==> config.mk <==
export PLATFORM = sky130hd
export DESIGN_NAME = text_console_cursor_controller_flat
export DESIGN_NICKNAME = d
export VERILOG_FILES = /design/src/hw/rtl/tcc_pkg.sv /design/src/hw/rtl/tcc_in_if.sv /design/src/hw/rtl/tcc_out_if.sv /design/src/hw/rtl/tcc_front.sv /design/src/hw/rtl/tcc_queue.sv /design/src/hw/rtl/tcc_back.sv /design/src/hw/rtl/text_console_cursor_controller.sv /design/src/flat_wrapper.sv
export SDC_FILE = /design/constraint.sdc
export NUM_CORES = 1
export LEC_CHECK = 0
export BUFFER_PORTS_ARGS = -buffer_cell sky130_fd_sc_hd__buf_2
export CORE_UTILIZATION = 32
export CTS_CLUSTER_SIZE = 24
export DETAILED_ROUTE_END_ITERATION = 16
export MAX_ROUTING_LAYER = met4
export PLACE_DENSITY = 0.49
export SLEW_MARGIN = 20
export SYNTH_ARGS = -nofsm -noshare
export SYNTH_HDL_FRONTEND = slang
export SYNTH_SLANG_ARGS = --single-unit
==> constraint.sdc <==
create_clock -name clk -period 13.1 [get_ports clk]
set_input_delay 1.31 -clock clk [delete_from_list [all_inputs] [get_ports clk]]
set_output_delay 1.31 -clock clk [all_outputs]
set_load 0.01 [all_outputs]
==> src/hw/rtl/tcc_pkg.sv <==
// Shared types and constants for the text console cursor controller.
// No dependencies; the modules, the checker and the testbench import this package.
package tcc_pkg;

  localparam int MAX_COLUMNS = 256;
  localparam int MAX_ROWS    = 128;
  localparam int TAB_SPACES  = 4;
  localparam int MAX_RESULTS = 8;

  // usable screen size limits (hardware tops at 256 x 128 cells)
  localparam int COL_TOP_RAW = (MAX_COLUMNS < 256) ? MAX_COLUMNS : 256;
  localparam int ROW_TOP_RAW = (MAX_ROWS < 128) ? MAX_ROWS : 128;
  localparam int COL_TOP     = (COL_TOP_RAW < 1) ? 1 : COL_TOP_RAW;
  localparam int ROW_TOP     = (ROW_TOP_RAW < 1) ? 1 : ROW_TOP_RAW;

  localparam int CNT_W = $clog2(MAX_RESULTS + 1);
  localparam int REM_W = (TAB_SPACES > 1) ? $clog2(TAB_SPACES) : 1;

  // console control bytes
  localparam logic [7:0] CH_BELL = 8'h07;
  localparam logic [7:0] CH_BS   = 8'h08;
  localparam logic [7:0] CH_TAB  = 8'h09;
  localparam logic [7:0] CH_LF   = 8'h0A;
  localparam logic [7:0] CH_VT   = 8'h0B;
  localparam logic [7:0] CH_FF   = 8'h0C;
  localparam logic [7:0] CH_CR   = 8'h0D;
  localparam logic [7:0] CH_SPACE = 8'h20;

  // configuration register indexes
  localparam logic [1:0] REG_COLUMNS = 2'd0;
  localparam logic [1:0] REG_ROWS    = 2'd1;
  localparam logic [1:0] REG_FORE    = 2'd2;
  localparam logic [1:0] REG_BACK    = 2'd3;

  typedef enum logic [1:0] {
    OP_GLYPH        = 2'd0,
    OP_CLEAR_CELL   = 2'd1,
    OP_SCROLL       = 2'd2,
    OP_CLEAR_SCREEN = 2'd3
  } op_t;

  typedef enum logic [2:0] {
    K_GLYPH,
    K_TAB,
    K_NEWLINE,
    K_BACKSPACE,
    K_CR,
    K_FF,
    K_BELL,
    K_SETCUR
  } kind_t;

  typedef struct packed {
    kind_t       kind;
    logic [7:0]  code;
    logic [7:0]  set_col;
    logic [6:0]  set_row;
  } cmd_t;

  typedef struct packed {
    logic [8:0]  columns;
    logic [7:0]  rows;
    logic [23:0] fore;
    logic [23:0] back;
  } cfg_t;

  typedef struct packed {
    logic empty;
    logic full;
  } q_stat_t;

  typedef struct packed {
    logic       busy;
    logic [7:0] cur_col;
    logic [6:0] cur_row;
  } bk_stat_t;

endpackage

==> src/hw/rtl/tcc_in_if.sv <==
// Input channel of the cursor controller: console byte or set-cursor request.
// Depends on nothing.
interface tcc_in_if;
  logic       valid;
  logic       ready;
  logic       func;
  logic [7:0] char_code;
  logic [7:0] set_col;
  logic [6:0] set_row;

  modport source (output valid, func, char_code, set_col, set_row, input ready);
  modport sink   (input valid, func, char_code, set_col, set_row, output ready);
endinterface

==> src/hw/rtl/tcc_out_if.sv <==
// Result channel of the cursor controller: one drawing command per transfer.
// Depends on nothing.
interface tcc_out_if;
  logic        valid;
  logic        ready;
  logic [1:0]  op;
  logic [7:0]  cell_col;
  logic [6:0]  cell_row;
  logic [7:0]  glyph;
  logic [23:0] ink_colour;
  logic [23:0] paper_colour;
  logic        last;

  modport source (output valid, op, cell_col, cell_row, glyph, ink_colour,
                  paper_colour, last, input ready);
  modport sink   (input valid, op, cell_col, cell_row, glyph, ink_colour,
                  paper_colour, last, output ready);
endinterface

==> src/hw/rtl/tcc_front.sv <==
// Front end: accepts input transfers and classifies them into queue commands.
// Depends on tcc_pkg and tcc_in_if.
module tcc_front (
  tcc_in_if.sink           in_item,
  input  tcc_pkg::q_stat_t q_stat,
  output logic             push,
  output tcc_pkg::cmd_t    cmd
);
  import tcc_pkg::*;

  kind_t kind;

  always_comb begin
    if (in_item.func) begin
      kind = K_SETCUR;
    end else begin
      unique case (in_item.char_code)
        CH_LF, CH_VT: kind = K_NEWLINE;
        CH_BS:        kind = K_BACKSPACE;
        CH_BELL:      kind = K_BELL;
        CH_CR:        kind = K_CR;
        CH_TAB:       kind = K_TAB;
        CH_FF:        kind = K_FF;
        default:      kind = K_GLYPH;
      endcase
    end
  end

  assign in_item.ready = !q_stat.full;
  assign push          = in_item.valid && !q_stat.full;

  assign cmd.kind    = kind;
  assign cmd.code    = in_item.char_code;
  assign cmd.set_col = in_item.set_col;
  assign cmd.set_row = in_item.set_row;

endmodule

==> src/hw/rtl/tcc_queue.sv <==
// Small command queue between the front and back ends.
// Depends on tcc_pkg.
module tcc_queue #(
  parameter int DEPTH = 4
) (
  input  logic              clk,
  input  logic              rst_n,
  input  logic              push,
  input  tcc_pkg::cmd_t     wr_data,
  input  logic              pop,
  output tcc_pkg::cmd_t     rd_data,
  output tcc_pkg::q_stat_t  q_stat
);
  import tcc_pkg::*;

  localparam int PW = (DEPTH > 1) ? $clog2(DEPTH) : 1;
  localparam int CW = $clog2(DEPTH + 1);

  cmd_t          mem [DEPTH];
  logic [PW-1:0] wr_ptr_r, rd_ptr_r;
  logic [CW-1:0] count_r;

  function automatic logic [PW-1:0] bump(input logic [PW-1:0] p);
    return (p == PW'(DEPTH - 1)) ? '0 : p + 1'b1;
  endfunction

  always_ff @(posedge clk) begin
    if (!rst_n) begin
      wr_ptr_r <= '0;
      rd_ptr_r <= '0;
      count_r  <= '0;
    end else begin
      if (push) wr_ptr_r <= bump(wr_ptr_r);
      if (pop)  rd_ptr_r <= bump(rd_ptr_r);
      if (push && !pop)      count_r <= count_r + 1'b1;
      else if (pop && !push) count_r <= count_r - 1'b1;
    end
  end

  always_ff @(posedge clk) begin
    if (push) mem[wr_ptr_r] <= wr_data;
  end

  assign rd_data      = mem[rd_ptr_r];
  assign q_stat.empty = (count_r == '0);
  assign q_stat.full  = (count_r == CW'(DEPTH));

endmodule

==> src/hw/rtl/tcc_back.sv <==
// Back end: owns the cursor and sequences drawing commands, one per cycle
// when not stalled, into the output register. Needs tcc_pkg, tcc_out_if.
module tcc_back (
  input  logic              clk,
  input  logic              rst_n,
  input  tcc_pkg::cfg_t     cfg,
  input  tcc_pkg::cmd_t     q_data,
  input  tcc_pkg::q_stat_t  q_stat,
  output logic              pop,
  output tcc_pkg::bk_stat_t status,
  tcc_out_if.source         out_cmd
);
  import tcc_pkg::*;

  typedef enum logic [1:0] {S_IDLE, S_TAB, S_SCROLL} state_t;

  state_t           state_r, state_nxt;
  logic [7:0]       col_r, col_nxt;
  logic [6:0]       row_r, row_nxt;
  logic [REM_W-1:0] rem_r, rem_nxt;
  logic [CNT_W-1:0] cnt_r, cnt_nxt, cnt_base;

  logic             out_valid_r;
  op_t              op_r;
  logic [7:0]       ocol_r, oglyph_r;
  logic [6:0]       orow_r;
  logic [23:0]      ink_r, paper_r;
  logic             last_r;

  logic [8:0]       eff_cols;
  logic [7:0]       eff_rows;
  logic [8:0]       cols_m1;
  logic [7:0]       rows_m1;
  logic [7:0]       cmax, col_s, g_col;
  logic [6:0]       rmax, row_s, g_row;
  logic             g_wrap, g_scroll;
  logic             adv, go, emit_ok, load;

  op_t              e_op;
  logic             e_valid, e_last;
  logic [7:0]       e_col, e_glyph;
  logic [6:0]       e_row;
  logic [23:0]      e_ink;
  logic [REM_W-1:0] rem_after;

  always_comb begin
    if (cfg.columns == '0)                 eff_cols = 9'd1;
    else if (cfg.columns > 9'(COL_TOP))    eff_cols = 9'(COL_TOP);
    else                                   eff_cols = cfg.columns;
    if (cfg.rows == '0)                    eff_rows = 8'd1;
    else if (cfg.rows > 8'(ROW_TOP))       eff_rows = 8'(ROW_TOP);
    else                                   eff_rows = cfg.rows;
  end

  assign cols_m1 = eff_cols - 9'd1;
  assign rows_m1 = eff_rows - 8'd1;
  assign cmax    = cols_m1[7:0];
  assign rmax    = rows_m1[6:0];

  // cursor pulled back inside a screen that may have shrunk
  assign col_s = (col_r > cmax) ? cmax : col_r;
  assign row_s = (row_r > rmax) ? rmax : row_r;

  // one printed cell: advance, wrap, maybe scroll
  assign g_wrap   = (col_s == cmax);
  assign g_scroll = g_wrap && (row_s == rmax);
  assign g_col    = g_wrap ? 8'd0 : col_s + 8'd1;
  assign g_row    = (g_wrap && !g_scroll) ? row_s + 7'd1 : row_s;

  assign adv = !out_valid_r || out_cmd.ready;
  assign go  = adv && ((state_r != S_IDLE) || !q_stat.empty);
  assign pop = adv && (state_r == S_IDLE) && !q_stat.empty;

  always_comb begin
    state_nxt = S_IDLE;
    col_nxt   = col_s;
    row_nxt   = row_s;
    rem_nxt   = rem_r;
    rem_after = '0;
    e_valid   = 1'b0;
    e_last    = 1'b1;
    e_op      = OP_GLYPH;
    e_col     = '0;
    e_row     = '0;
    e_glyph   = '0;
    e_ink     = '0;
    unique case (state_r)
      S_IDLE: begin
        unique case (q_data.kind)
          K_SETCUR: begin
            col_nxt = (q_data.set_col > cmax) ? cmax : q_data.set_col;
            row_nxt = (q_data.set_row > rmax) ? rmax : q_data.set_row;
          end
          K_CR: col_nxt = 8'd0;
          K_BELL: ;
          K_NEWLINE: begin
            col_nxt = 8'd0;
            if (row_s == rmax) begin
              e_valid = 1'b1;
              e_op    = OP_SCROLL;
            end else begin
              row_nxt = row_s + 7'd1;
            end
          end
          K_BACKSPACE: begin
            if (col_s == 8'd0) begin
              if (row_s != 7'd0) begin
                row_nxt = row_s - 7'd1;
                col_nxt = cmax;
              end
            end else begin
              col_nxt = col_s - 8'd1;
            end
            e_valid = 1'b1;
            e_op    = OP_CLEAR_CELL;
            e_col   = col_nxt;
            e_row   = row_nxt;
          end
          K_FF: begin
            col_nxt = 8'd0;
            row_nxt = 7'd0;
            e_valid = 1'b1;
            e_op    = OP_CLEAR_SCREEN;
          end
          K_GLYPH, K_TAB: begin
            rem_after = (q_data.kind == K_TAB) ? REM_W'(TAB_SPACES - 1) : '0;
            col_nxt   = g_col;
            row_nxt   = g_row;
            e_valid   = 1'b1;
            e_op      = OP_GLYPH;
            e_col     = col_s;
            e_row     = row_s;
            e_glyph   = (q_data.kind == K_TAB) ? CH_SPACE : q_data.code;
            e_ink     = cfg.fore;
            e_last    = !g_scroll && (rem_after == '0);
            rem_nxt   = rem_after;
            if (g_scroll)               state_nxt = S_SCROLL;
            else if (rem_after != '0)   state_nxt = S_TAB;
          end
          default: ;
        endcase
      end
      S_TAB: begin
        rem_after = rem_r - 1'b1;
        col_nxt   = g_col;
        row_nxt   = g_row;
        e_valid   = 1'b1;
        e_op      = OP_GLYPH;
        e_col     = col_s;
        e_row     = row_s;
        e_glyph   = CH_SPACE;
        e_ink     = cfg.fore;
        e_last    = !g_scroll && (rem_after == '0);
        rem_nxt   = rem_after;
        if (g_scroll)             state_nxt = S_SCROLL;
        else if (rem_after != '0) state_nxt = S_TAB;
      end
      S_SCROLL: begin
        e_valid   = 1'b1;
        e_op      = OP_SCROLL;
        e_last    = (rem_r == '0);
        state_nxt = (rem_r != '0) ? S_TAB : S_IDLE;
      end
      default: ;
    endcase
  end

  // results past the per-input limit are dropped; the cursor still moves
  assign cnt_base = (state_r == S_IDLE) ? '0 : cnt_r;
  assign emit_ok  = (cnt_base < CNT_W'(MAX_RESULTS));
  assign load     = go && e_valid && emit_ok;
  assign cnt_nxt  = cnt_base + CNT_W'(load);

  always_ff @(posedge clk) begin
    if (!rst_n) begin
      state_r     <= S_IDLE;
      col_r       <= '0;
      row_r       <= '0;
      rem_r       <= '0;
      cnt_r       <= '0;
      out_valid_r <= 1'b0;
    end else begin
      if (go) begin
        state_r <= state_nxt;
        col_r   <= col_nxt;
        row_r   <= row_nxt;
        rem_r   <= rem_nxt;
        cnt_r   <= cnt_nxt;
      end
      if (adv) out_valid_r <= load;
    end
    if (load) begin
      op_r     <= e_op;
      ocol_r   <= e_col;
      orow_r   <= e_row;
      oglyph_r <= e_glyph;
      ink_r    <= e_ink;
      paper_r  <= cfg.back;
      last_r   <= e_last || (cnt_base == CNT_W'(MAX_RESULTS - 1));
    end
  end

  assign out_cmd.valid        = out_valid_r;
  assign out_cmd.op           = op_r;
  assign out_cmd.cell_col     = ocol_r;
  assign out_cmd.cell_row     = orow_r;
  assign out_cmd.glyph        = oglyph_r;
  assign out_cmd.ink_colour   = ink_r;
  assign out_cmd.paper_colour = paper_r;
  assign out_cmd.last         = last_r;

  assign status.busy    = (state_r != S_IDLE);
  assign status.cur_col = col_r;
  assign status.cur_row = row_r;

endmodule

==> src/hw/rtl/text_console_cursor_controller.sv <==
// Top level of the text console cursor controller: configuration registers,
// front end, command queue and back end. Depends on tcc_pkg and both channel interfaces.
//
//   channel   dir  handshake      carries
//   in_item   in   valid/ready    func, char_code, set_col, set_row
//   out_cmd   out  valid/ready    op, cell_col, cell_row, glyph, colours, last
//   cfg_*     in   cfg_we only    cfg_index, cfg_data (24 bits)
//
// The back-end sequencer issues one command per cycle unless out ready stalls it:
// a printed byte gives its glyph and, if it wraps past the last row, a scroll; a tab
// gives TAB_SPACES blank glyphs, each maybe with a scroll; pure moves draw nothing.
// An accepted item is written to the queue, then its first result to the output register.
// Synchronous active-low reset: cursor (0,0), registers to defaults, no sweep.
// out ready low with a result pending freezes the back end; the front keeps
// taking items until the queue of QUEUE_DEPTH commands is full.
module text_console_cursor_controller #(
  parameter int QUEUE_DEPTH = 4
) (
  input  logic        clk,
  input  logic        rst_n,
  input  logic        cfg_we,
  input  logic [1:0]  cfg_index,
  input  logic [23:0] cfg_data,
  tcc_in_if.sink      in_item,
  tcc_out_if.source   out_cmd
);
  import tcc_pkg::*;

  logic [8:0]  columns_r;
  logic [7:0]  rows_r;
  logic [23:0] fore_r, back_r;
  cfg_t        cfg;
  cmd_t        push_cmd, q_data;
  q_stat_t     q_stat;
  bk_stat_t    bk_stat;
  logic        push, pop;

  always_ff @(posedge clk) begin
    if (!rst_n) begin
      columns_r <= 9'd80;
      rows_r    <= 8'd25;
      fore_r    <= 24'hFFFFFF;
      back_r    <= 24'h000000;
    end else if (cfg_we) begin
      unique case (cfg_index)
        REG_COLUMNS: columns_r <= cfg_data[8:0];
        REG_ROWS:    rows_r    <= cfg_data[7:0];
        REG_FORE:    fore_r    <= cfg_data;
        REG_BACK:    back_r    <= cfg_data;
        default: ;
      endcase
    end
  end

  assign cfg.columns = columns_r;
  assign cfg.rows    = rows_r;
  assign cfg.fore    = fore_r;
  assign cfg.back    = back_r;

  tcc_front u_front (
    .in_item (in_item),
    .q_stat  (q_stat),
    .push    (push),
    .cmd     (push_cmd)
  );

  tcc_queue #(.DEPTH(QUEUE_DEPTH)) u_queue (
    .clk     (clk),
    .rst_n   (rst_n),
    .push    (push),
    .wr_data (push_cmd),
    .pop     (pop),
    .rd_data (q_data),
    .q_stat  (q_stat)
  );

  tcc_back u_back (
    .clk     (clk),
    .rst_n   (rst_n),
    .cfg     (cfg),
    .q_data  (q_data),
    .q_stat  (q_stat),
    .pop     (pop),
    .status  (bk_stat),
    .out_cmd (out_cmd)
  );

  // a non-final result is pending only while the sequencer is mid-input
  a_partial_busy: assert property (@(posedge clk) disable iff (!rst_n)
    out_cmd.valid && !out_cmd.last |-> bk_stat.busy)
    else $error("non-final result with idle sequencer");

  // an accepted transfer is in the queue at the next edge
  a_push_lands: assert property (@(posedge clk) disable iff (!rst_n)
    in_item.valid && in_item.ready |=> !q_stat.empty)
    else $error("accepted item missing from queue");

  // scroll and clear screen leave the cursor at column 0 until the next command
  a_scroll_col: assert property (@(posedge clk) disable iff (!rst_n)
    out_cmd.valid && (out_cmd.op == OP_SCROLL) |-> bk_stat.cur_col == 8'd0)
    else $error("cursor not at column 0 after scroll");

  a_clear_home: assert property (@(posedge clk) disable iff (!rst_n)
    out_cmd.valid && (out_cmd.op == OP_CLEAR_SCREEN)
      |-> (bk_stat.cur_col == 8'd0) && (bk_stat.cur_row == 7'd0))
    else $error("cursor not home after clear screen");

endmodule

==> src/flat_wrapper.sv <==
// flat-port wrapper written by rule: the top's interface ports become plain ports
module text_console_cursor_controller_flat import tcc_pkg::*;
#(
  parameter int QUEUE_DEPTH = 4
)
  (clk, rst_n, cfg_we, cfg_index, cfg_data, in_item_valid, in_item_func, in_item_char_code, in_item_set_col, in_item_set_row, in_item_ready, out_cmd_valid, out_cmd_op, out_cmd_cell_col, out_cmd_cell_row, out_cmd_glyph, out_cmd_ink_colour, out_cmd_paper_colour, out_cmd_last, out_cmd_ready);
  tcc_in_if in_item_i ();
  tcc_out_if out_cmd_i ();
  input  logic clk;
  input  logic rst_n;
  input  logic cfg_we;
  input  logic [1:0] cfg_index;
  input  logic [23:0] cfg_data;
  input wire logic [$bits(in_item_i.valid)-1:0] in_item_valid;
  input wire logic [$bits(in_item_i.func)-1:0] in_item_func;
  input wire logic [$bits(in_item_i.char_code)-1:0] in_item_char_code;
  input wire logic [$bits(in_item_i.set_col)-1:0] in_item_set_col;
  input wire logic [$bits(in_item_i.set_row)-1:0] in_item_set_row;
  output wire logic [$bits(in_item_i.ready)-1:0] in_item_ready;
  output wire logic [$bits(out_cmd_i.valid)-1:0] out_cmd_valid;
  output wire logic [$bits(out_cmd_i.op)-1:0] out_cmd_op;
  output wire logic [$bits(out_cmd_i.cell_col)-1:0] out_cmd_cell_col;
  output wire logic [$bits(out_cmd_i.cell_row)-1:0] out_cmd_cell_row;
  output wire logic [$bits(out_cmd_i.glyph)-1:0] out_cmd_glyph;
  output wire logic [$bits(out_cmd_i.ink_colour)-1:0] out_cmd_ink_colour;
  output wire logic [$bits(out_cmd_i.paper_colour)-1:0] out_cmd_paper_colour;
  output wire logic [$bits(out_cmd_i.last)-1:0] out_cmd_last;
  input wire logic [$bits(out_cmd_i.ready)-1:0] out_cmd_ready;
  assign in_item_i.valid = in_item_valid;
  assign in_item_i.func = in_item_func;
  assign in_item_i.char_code = in_item_char_code;
  assign in_item_i.set_col = in_item_set_col;
  assign in_item_i.set_row = in_item_set_row;
  assign in_item_ready = in_item_i.ready;
  assign out_cmd_valid = out_cmd_i.valid;
  assign out_cmd_op = out_cmd_i.op;
  assign out_cmd_cell_col = out_cmd_i.cell_col;
  assign out_cmd_cell_row = out_cmd_i.cell_row;
  assign out_cmd_glyph = out_cmd_i.glyph;
  assign out_cmd_ink_colour = out_cmd_i.ink_colour;
  assign out_cmd_paper_colour = out_cmd_i.paper_colour;
  assign out_cmd_last = out_cmd_i.last;
  assign out_cmd_i.ready = out_cmd_ready;
  text_console_cursor_controller #(.QUEUE_DEPTH(QUEUE_DEPTH)) u_core (.clk(clk), .rst_n(rst_n), .cfg_we(cfg_we), .cfg_index(cfg_index), .cfg_data(cfg_data), .in_item(in_item_i), .out_cmd(out_cmd_i));
endmodule
After elaboration in Yosys (flattened, before gate mapping)
Memories as Yosys holds them, arrays and structs flattened. A register that Yosys moved wholly into a read port is not among the register bits.
Index checks and enable logic that the tools add are counted.
{"block": "word_totals", "ramBits": 104, "romBits": 0, "input_bits": 55, "output_inout_bits": 76, "n_memories": 1, "word_cells": 170, "latch_bits": 0, "register_bits": 170}
{"block": "classes", "multipliers": 0, "n_lt_le_gt_ge": 7, "n_div": 0, "bitwise": 0, "reduce_logical": 48, "shift": 0, "n_eq_ne": 25, "n_addsub": 12, "mux": 57}
{"name": "u_core.u_queue.mem", "words": 4, "width": 26, "rd": 1, "rd_clocked_by_memory_dff": 1, "write_ports": 1, "line": "tcc_queue.sv:19", "rtl": "cmd_t mem [DEPTH];"}
{"operator": "8-bit two-way mux", "count": 9}
{"operator": "8-bit one-hot mux with 2 select lines", "count": 4}
{"operator": "7-bit two-way mux", "count": 8}
{"operator": "8-bit by 4-bit equality test with 1-bit output (second input constant)", "count": 6}
{"operator": "24-bit one-hot mux with 2 select lines", "count": 1}
{"operator": "7-bit one-hot mux with 2 select lines", "count": 3}
{"operator": "7-bit one-hot mux with 5 select lines", "count": 1}
{"operator": "8-bit one-hot mux with 4 select lines", "count": 1}
{"operator": "24-bit two-way mux", "count": 1}
{"operator": "2-bit two-way mux", "count": 10}
{"operator": "3-bit one-hot mux with 6 select lines", "count": 1}
{"operator": "8-bit greater-than comparator", "count": 2}
{"operator": "8-bit zero test", "count": 2}
{"operator": "8-bit by 1-bit subtractor with 8-bit output (second input constant)", "count": 2}
{"operator": "7-bit greater-than comparator", "count": 2}
{"operator": "7-bit by 1-bit subtractor with 7-bit output (second input constant)", "count": 2}
{"operator": "3-bit equality test (second input constant)", "count": 4}
{"operator": "1-bit logical AND", "count": 12}
{"operator": "2-bit one-hot mux with 3 select lines", "count": 2}
{"operator": "2-bit nonzero test", "count": 6}
{"operator": "2-bit equality test (second input constant)", "count": 5}
{"operator": "2-bit zero test", "count": 5}
{"operator": "9-bit greater-than comparator (second input constant)", "count": 1}
{"operator": "9-bit zero test", "count": 1}
{"operator": "other kinds (32)", "count": 58}

Depth between registers and ports, before layout
{"block": "logic_depth", "ltp_word": 13, "ltp_mapped": 29, "ltp_nobuf": 25}

Hierarchy
Synthesis repeated with hierarchy kept, for this count alone.
{"block": "hier_totals", "hier_cells": 1385, "area_unflattened_um2": 15019.4}
{"module": "tcc_back", "cells_each": 896, "area_each_um2": 7872.6, "seq_area_each_um2": 2702.6, "n_inst": 1}
{"module": "tcc_queue", "cells_each": 180, "area_each_um2": 4255.3, "seq_area_each_um2": 3303.2, "n_inst": 1}
{"module": "text_console_cursor_controller", "cells_each": 271, "area_each_um2": 2615.0, "seq_area_each_um2": 1301.2, "n_inst": 1}
{"module": "tcc_front", "cells_each": 38, "area_each_um2": 276.5, "seq_area_each_um2": 0.0, "n_inst": 1}

Least setup slack after synthesis
Ideal clock, no wire load.
{"block": "synth_timing", "path_type": "register -> register", "startpoint": "register u_core.rows_r[3]", "endpoint": "register u_core.u_back.cnt_r[3]", "t_arrival_ps": 10626, "path_slack_ps": 2346, "n_path_buf": 5, "setup_time_ps": 128, "period_less_slack_ps": 10754, "required_time_ps": 12972, "path_stages_with_launch": 27, "cell_sequence": "dfxtp_1 > clkbuf_1 > nor4_2 > a21oi_1 > or2_2 > clkbuf_1 > ha_1 > clkbuf_1 > xnor2_1 > inv_1 > ha_1 > o211ai_1 > a21boi_0 > maj3_1 > a21oi_1 > buf_2 > buf_2 > a31o_2 > a21oi_1 > o21ai_0 > a21boi_0 > ha_1 > nand3_1 > a21oi_1 > nor2_1 > a21oi_1 > nor2_1"}
{"block": "synth_via", "elab_chain_cells": 13, "word_cells_on_any_way": 14, "classes_between": "add/sub (2); order compare (2); eq/ne (1); mux (6); reduce/logical (3)"}
{"item": "start: declaration", "line": "text_console_cursor_controller.sv:30", "rtl": "logic [7:0] rows_r;"}
{"item": "start signal: assignment", "line": "text_console_cursor_controller.sv:47", "rtl": "REG_ROWS: rows_r <= cfg_data[7:0];"}
{"item": "8-bit greater-than comparator", "line": "tcc_back.sv:51", "rtl": "else if (cfg.rows > 8'(ROW_TOP)) eff_rows = 8'(ROW_TOP);"}
{"item": "7-bit two-way mux", "line": "tcc_back.sv:51"}
{"item": "7-bit two-way mux *", "line": "tcc_back.sv:50", "rtl": "if (cfg.rows == '0) eff_rows = 8'd1;"}
{"item": "7-bit by 1-bit subtractor with 7-bit output *", "line": "tcc_back.sv:56", "rtl": "assign rows_m1 = eff_rows - 8'd1;"}
{"item": "7-bit greater-than comparator", "line": "tcc_back.sv:62", "rtl": "assign row_s = (row_r > rmax) ? rmax : row_r;"}
{"item": "7-bit two-way mux", "line": "tcc_back.sv:62"}
{"item": "7-bit equality test *", "line": "tcc_back.sv:98", "rtl": "if (row_s == rmax) begin"}
{"item": "1-bit two-way mux *", "line": "tcc_back.sv:98"}
{"item": "1-bit one-hot mux with 2 select lines *", "line": "tcc_back.sv:89", "rtl": "unique case (q_data.kind)"}
{"item": "1-bit one-hot mux with 2 select lines *", "line": "tcc_back.sv:87", "rtl": "unique case (state_r)"}
{"item": "1-bit logical AND * (2 in series)", "line": "tcc_back.sv:171", "rtl": "assign load = go && e_valid && emit_ok;"}
{"item": "net u_core.u_back.load", "line": "tcc_back.sv:37", "rtl": "logic adv, go, emit_ok, load;"}
{"item": "4-bit by 1-bit adder with 4-bit output *", "line": "tcc_back.sv:172", "rtl": "assign cnt_nxt = cnt_base + CNT_W'(load);"}
{"item": "end signal: assignment", "line": "tcc_back.sv:188", "rtl": "cnt_r <= cnt_nxt;"}
{"item": "end: declaration", "line": "tcc_back.sv:21", "rtl": "logic [CNT_W-1:0] cnt_r, cnt_nxt, cnt_base;"}
The timed path passes the listed nets; every way through them passes the cells marked *.
A chain may end at the register's enable or synchronous reset.

Worst setup path after layout
{"block": "layout_timing", "startpoint": "register u_core.columns_r[4]", "endpoint": "register u_core.u_back.orow_r[3] (netlist: u_core.u_back.out_cmd.cell_row[3]) (data pin)"}
{"block": "layout_via", "elab_chain_cells": 10, "word_cells_on_any_way": 11, "classes_between": "add/sub (1); order compare (2); mux (6); reduce/logical (2)"}
{"item": "start: declaration", "line": "text_console_cursor_controller.sv:29", "rtl": "logic [8:0] columns_r;"}
{"item": "start signal: assignment", "line": "text_console_cursor_controller.sv:46", "rtl": "REG_COLUMNS: columns_r <= cfg_data[8:0];"}
{"item": "9-bit greater-than comparator", "line": "tcc_back.sv:48", "rtl": "else if (cfg.columns > 9'(COL_TOP)) eff_cols = 9'(COL_TOP);"}
{"item": "8-bit two-way mux", "line": "tcc_back.sv:48"}
{"item": "8-bit two-way mux *", "line": "tcc_back.sv:47", "rtl": "if (cfg.columns == '0) eff_cols = 9'd1;"}
{"item": "8-bit by 1-bit subtractor with 8-bit output *", "line": "tcc_back.sv:55", "rtl": "assign cols_m1 = eff_cols - 9'd1;"}
{"item": "8-bit greater-than comparator", "line": "tcc_back.sv:61", "rtl": "assign col_s = (col_r > cmax) ? cmax : col_r;"}
{"item": "8-bit two-way mux *", "line": "tcc_back.sv:61"}
{"item": "8-bit zero test *", "line": "tcc_back.sv:106", "rtl": "if (col_s == 8'd0) begin"}
{"item": "7-bit two-way mux *", "line": "tcc_back.sv:106"}
{"item": "7-bit one-hot mux with 2 select lines *", "line": "tcc_back.sv:89"}
{"item": "7-bit one-hot mux with 2 select lines *", "line": "tcc_back.sv:87"}
{"item": "net u_core.u_back.e_row[3]", "line": "tcc_back.sv:42", "rtl": "logic [6:0] e_row;"}
{"item": "end signal: assignment", "line": "tcc_back.sv:195", "rtl": "orow_r <= e_row;"}
{"item": "end: declaration", "line": "tcc_back.sv:26", "rtl": "logic [6:0] orow_r;"}
Marked as above.

==> flow_metrics.py <==
metrics = {
    "yosys": {
        "synthesis.nets": 1438,
        "fraction_of_synthesized_area_in_multiplexers": 0.0690,
        "synth_compound_area_frac": 0.157,
        "synthFlopType": "sky130_fd_sc_hd__edfxtp_1",
        "async_flop_share": 0,
        "yosys.area_share.adder": 0.0416,
        "synth.distinct_cells": 93,
        "synthesis.instances": 1340,
        "yosys.area_share.simple": 0.160,
        "postSynthRegisterBits": 276,
        "synth_seq_area_share": 0.517,
        "synth_top_family_by_area": "simple AND/OR/NAND/NOR gates",
        "synth.cell_area_um2": 14100,
        "synth-warning-count": 0,
        "synthesis.area_per_instance_um2": 10.6,
        "post_synth_xor_area_fraction": 0.0216,
        "number_of_enable_flip_flop_cells_after_synthesis": 178,
    },
    "timing": {
        "timing.max_slew.rel_slack": 0.251,
        "post-route-min-period_ps": 7680,
        "final_min_period_over_clock_period": 0.586,
        "hold_viol": 0,
        "grt_setup_unrepaired": "false",
        "final_max_slew_viol_count": 0,
        "hold-worst-slack_ps": 428,
        "worst_margin_slew_ps": 1120,
        "setup_viol_count_final": 0,
        "peak_clock_frequency_supported_by_timing_mhz": 130,
        "clock_skew_ps": 13.6,
        "tns_ps": 0,
    },
    "setup_path": {
        "cell_breakdown_of_the_critical_path": "nor4_1 -> a31oi_1 -> nor2_1 -> inv_1 -> ha_1 -> xnor2_1 -> inv_1 -> ha_1 -> o21ai_0 -> nand2b_1 -> a21oi_1 -> or4b_1 -> a221o_1 -> nand2_2 -> a21o_1 -> ha_1 -> and3b_1 -> and4_1 -> a221oi_4 -> a21oi_1 -> o21ai_0 -> a21oi_1 -> o22ai_1",
        "critical_path.max_fanout": 11,
        "worst-endpoint-arrival_ps": 7970,
        "timing.critical_path.required_ps": 13390,
        "timing.reg2reg.setup_slack_ps": 5420,
        "end_kind": "flip-flop",
        "timing.critical_path.from_type": "flip-flop",
        "reg2regPathDepth": 23,
        "worstSetupPathType": "flip-flop to flip-flop",
        "crit_path_max_incr_delay_ps": 950,
        "critPathSlowestCell": "sky130_fd_sc_hd__a21oi_1",
    },
    "clock_network": {
        "count_of_cells_resized_by_post_cts_repair": 0,
        "clock_insertion_delay_worst_skew_ps": 570,
        "cts-root-to-sink-buffers": 3,
        "h-tree-depth": 1,
        "cts_made_buffers": 31,
        "cts_root_buffer": "sky130_fd_sc_hd__clkbuf_16",
        "worst_setup_hold_path_clk_slew_ps": 60,
        "postCtsSetupRepairBufs": 0,
        "cts_sinks": 276,
        "cts-hold-fix-buffers": 0,
        "tritoncts": "yes",
    },
    "worst_hold_path": {
        "min_path_cells": 0,
        "class_of_the_worst_hold_path": "flip-flop to flip-flop",
    },
    "route": {
        "vias": 10900,
        "drt_first_pass_iters": 5,
        "post_route_drc": 0,
        "first_iter_violations": 878,
        "routedWlPerCell_um": 19.6,
        "finalWirelength_um": 40200,
        "final_antenna_net_count": 0,
        "post_drt_via_cell_ratio": 5.31,
    },
    "outcome": {
        "status": "finished clean",
    },
    "floorplan": {
        "core.rowCount": 76,
        "floorplan.die_area_um2": 45000,
        "ios": 131,
        "initial_core_util": 0.326,
        "floorplan.die.height_um": 212,
        "coreArea_um2": 43400,
        "die-width_um": 212,
    },
    "pwr": {
        "p_leak_nw": 6.09,
        "ir_drop_mv": 0.155,
        "pwr_density_cell_nw_per_um2": 238,
        "power_w": 0.00391,
    },
    "global_routing": {
        "antenna_found_initial": 2,
        "grt_max_degree": 64,
        "grt.overflow.total": 0,
        "globalRouteTotalUtil": 0.182,
        "number_of_global_route_vias_before_repair": 10600,
        "global_route_wire_length_before_repair_um": 61800,
    },
    "placed_design": {
        "place_congestion": 0.894,
        "dpl_cells": 1992,
        "port_buffers": 130,
        "detailedPlacementHpwl_um": 27900,
    },
    "cells_and_area": {
        "drive_gt1_frac": 0.186,
        "ff_latch_area_um2": 7310,
        "most_common_cell_after_layout_fill_and_taps_aside": "sky130_fd_sc_hd__edfxtp_1",
        "multi_input_area_um2": 6390,
        "area_growth_pct": 16.1,
        "layout_common_cells": "sky130_fd_sc_hd__edfxtp_1 (178), sky130_fd_sc_hd__nand2_1 (158), sky130_fd_sc_hd__buf_2 (130)",
        "net_count_reported_at_finish": 1538,
        "fillCellCount": 4336,
        "finalNonFillerCells": 2052,
    },
    "job": {
        "max_cap_viol_count": 0,
    },
}
[cell families after synthesis]
logic type      after synthesis
buf+inv                     119
compound gates              328
mux                          67
fa+ha+maj                    47
simple gates                469
flops                       276
xor+xnor                     34
[cells in the mapped netlist, drive strengths merged, types with 13 or more instances]
cell type	instances	area share
dfxtp	98	0.14
edfxtp	178	0.38
and2	32	0.014
nand3	53	0.019
mux4	24	0.038
buf	17	0.0068
nor2	89	0.024
nor3	40	0.015
clkbuf	63	0.017
inv	37	0.0098
a21oi	100	0.036
o21ai	77	0.027
and3	13	0.0057
xnor2	27	0.017
mux2i	39	0.028
nand2	160	0.043
a31oi	13	0.0057
nor2b	19	0.0084
a211oi	20	0.013
ha	42	0.037
[metrics by stage]
stage               worst slack, ps  cell area (µm²)   util
detailed placement             5580            15400  0.354
CTS                            5550            16400  0.378
floorplan                      2350            14100      -
global route                   4900            16400  0.379
global placement               5760            15400  0.354
finish                         5420            16400  0.379
[final cells by class]
class	count	share of cell area
diodes	2	0.000305
clock buffers	48	0.0586
clock inverters	10	0.00579
inverters	39	0.00899
multi-input cells	945	0.389
flip-flops and latches	276	0.445
well taps	585	0.0446
repair buffers	147	0.0474
[power by group]
| part | internal, W | total [W] | switching (W) |
|---|---|---|---|
| combinational | 0.000594 | 0.00172 | 0.00113 |
| sequential | 0.00121 | 0.00131 | 0.000103 |
| clock | 0.000526 | 0.000878 | 0.000352 |
| total | 0.00233 | 0.00391 | 0.00158 |
[sequential cells by signal, summed over array words and instances, names as in the netlist, 3 cells and up, named ones only]
name / flops
u_core.back_r: 24
u_core.columns_r: 9
u_core.fore_r: 24
u_core.rows_r: 8
u_core.u_back.cnt_r: 4
u_core.u_back.col_r: 8
u_core.u_back.out_cmd.cell_col: 8
u_core.u_back.out_cmd.cell_row: 7
u_core.u_back.out_cmd.glyph: 8
u_core.u_back.out_cmd.ink_colour: 24
u_core.u_back.out_cmd.paper_colour: 24
u_core.u_back.row_r: 7
u_core.u_queue.count_r: 3
u_core.u_queue.mem: 104
[critical path, delay by kind of cell, from the launching register on]
kind / cells / cell delay, ps
AND/OR/NAND/NOR: 7 / 2340
buffers and inverters: 2 / 500
XOR/XNOR: 1 / 520
AO/OA/AOI/OAI: 10 / 2670
adder cells (fa/ha/maj): 3 / 1020
flip-flops: 1 / 360
[final timing paths]
check	start	endpoint
worst max-delay path	u_core.columns_r[4]$_SDFFE_PN1P_	u_core.u_back.out_cmd.cell_row[3]$_DFFE_PP_
worst min-delay path	u_core.back_r[19]$_SDFFE_PN0P_	u_core.u_back.out_cmd.paper_colour[19]$_DFFE_PP_
worst max register to register	u_core.columns_r[4]$_SDFFE_PN1P_	u_core.u_back.out_cmd.cell_row[3]$_DFFE_PP_
worst min register to register	u_core.back_r[19]$_SDFFE_PN0P_	u_core.u_back.out_cmd.paper_colour[19]$_DFFE_PP_
[per-layer routing]
layer | vias to the layer above | global-route usage | share of wire
met5 | - | - | 0
met4 | 0 | 0.0442 | 0.021
met3 | 57 | 0.0337 | 0.066
met2 | 402 | 0.286 | 0.45
met1 | 5259 | 0.243 | 0.47
li1 | 5180 | - | -
No activity file was read; power rests on OpenSTA's default activity.
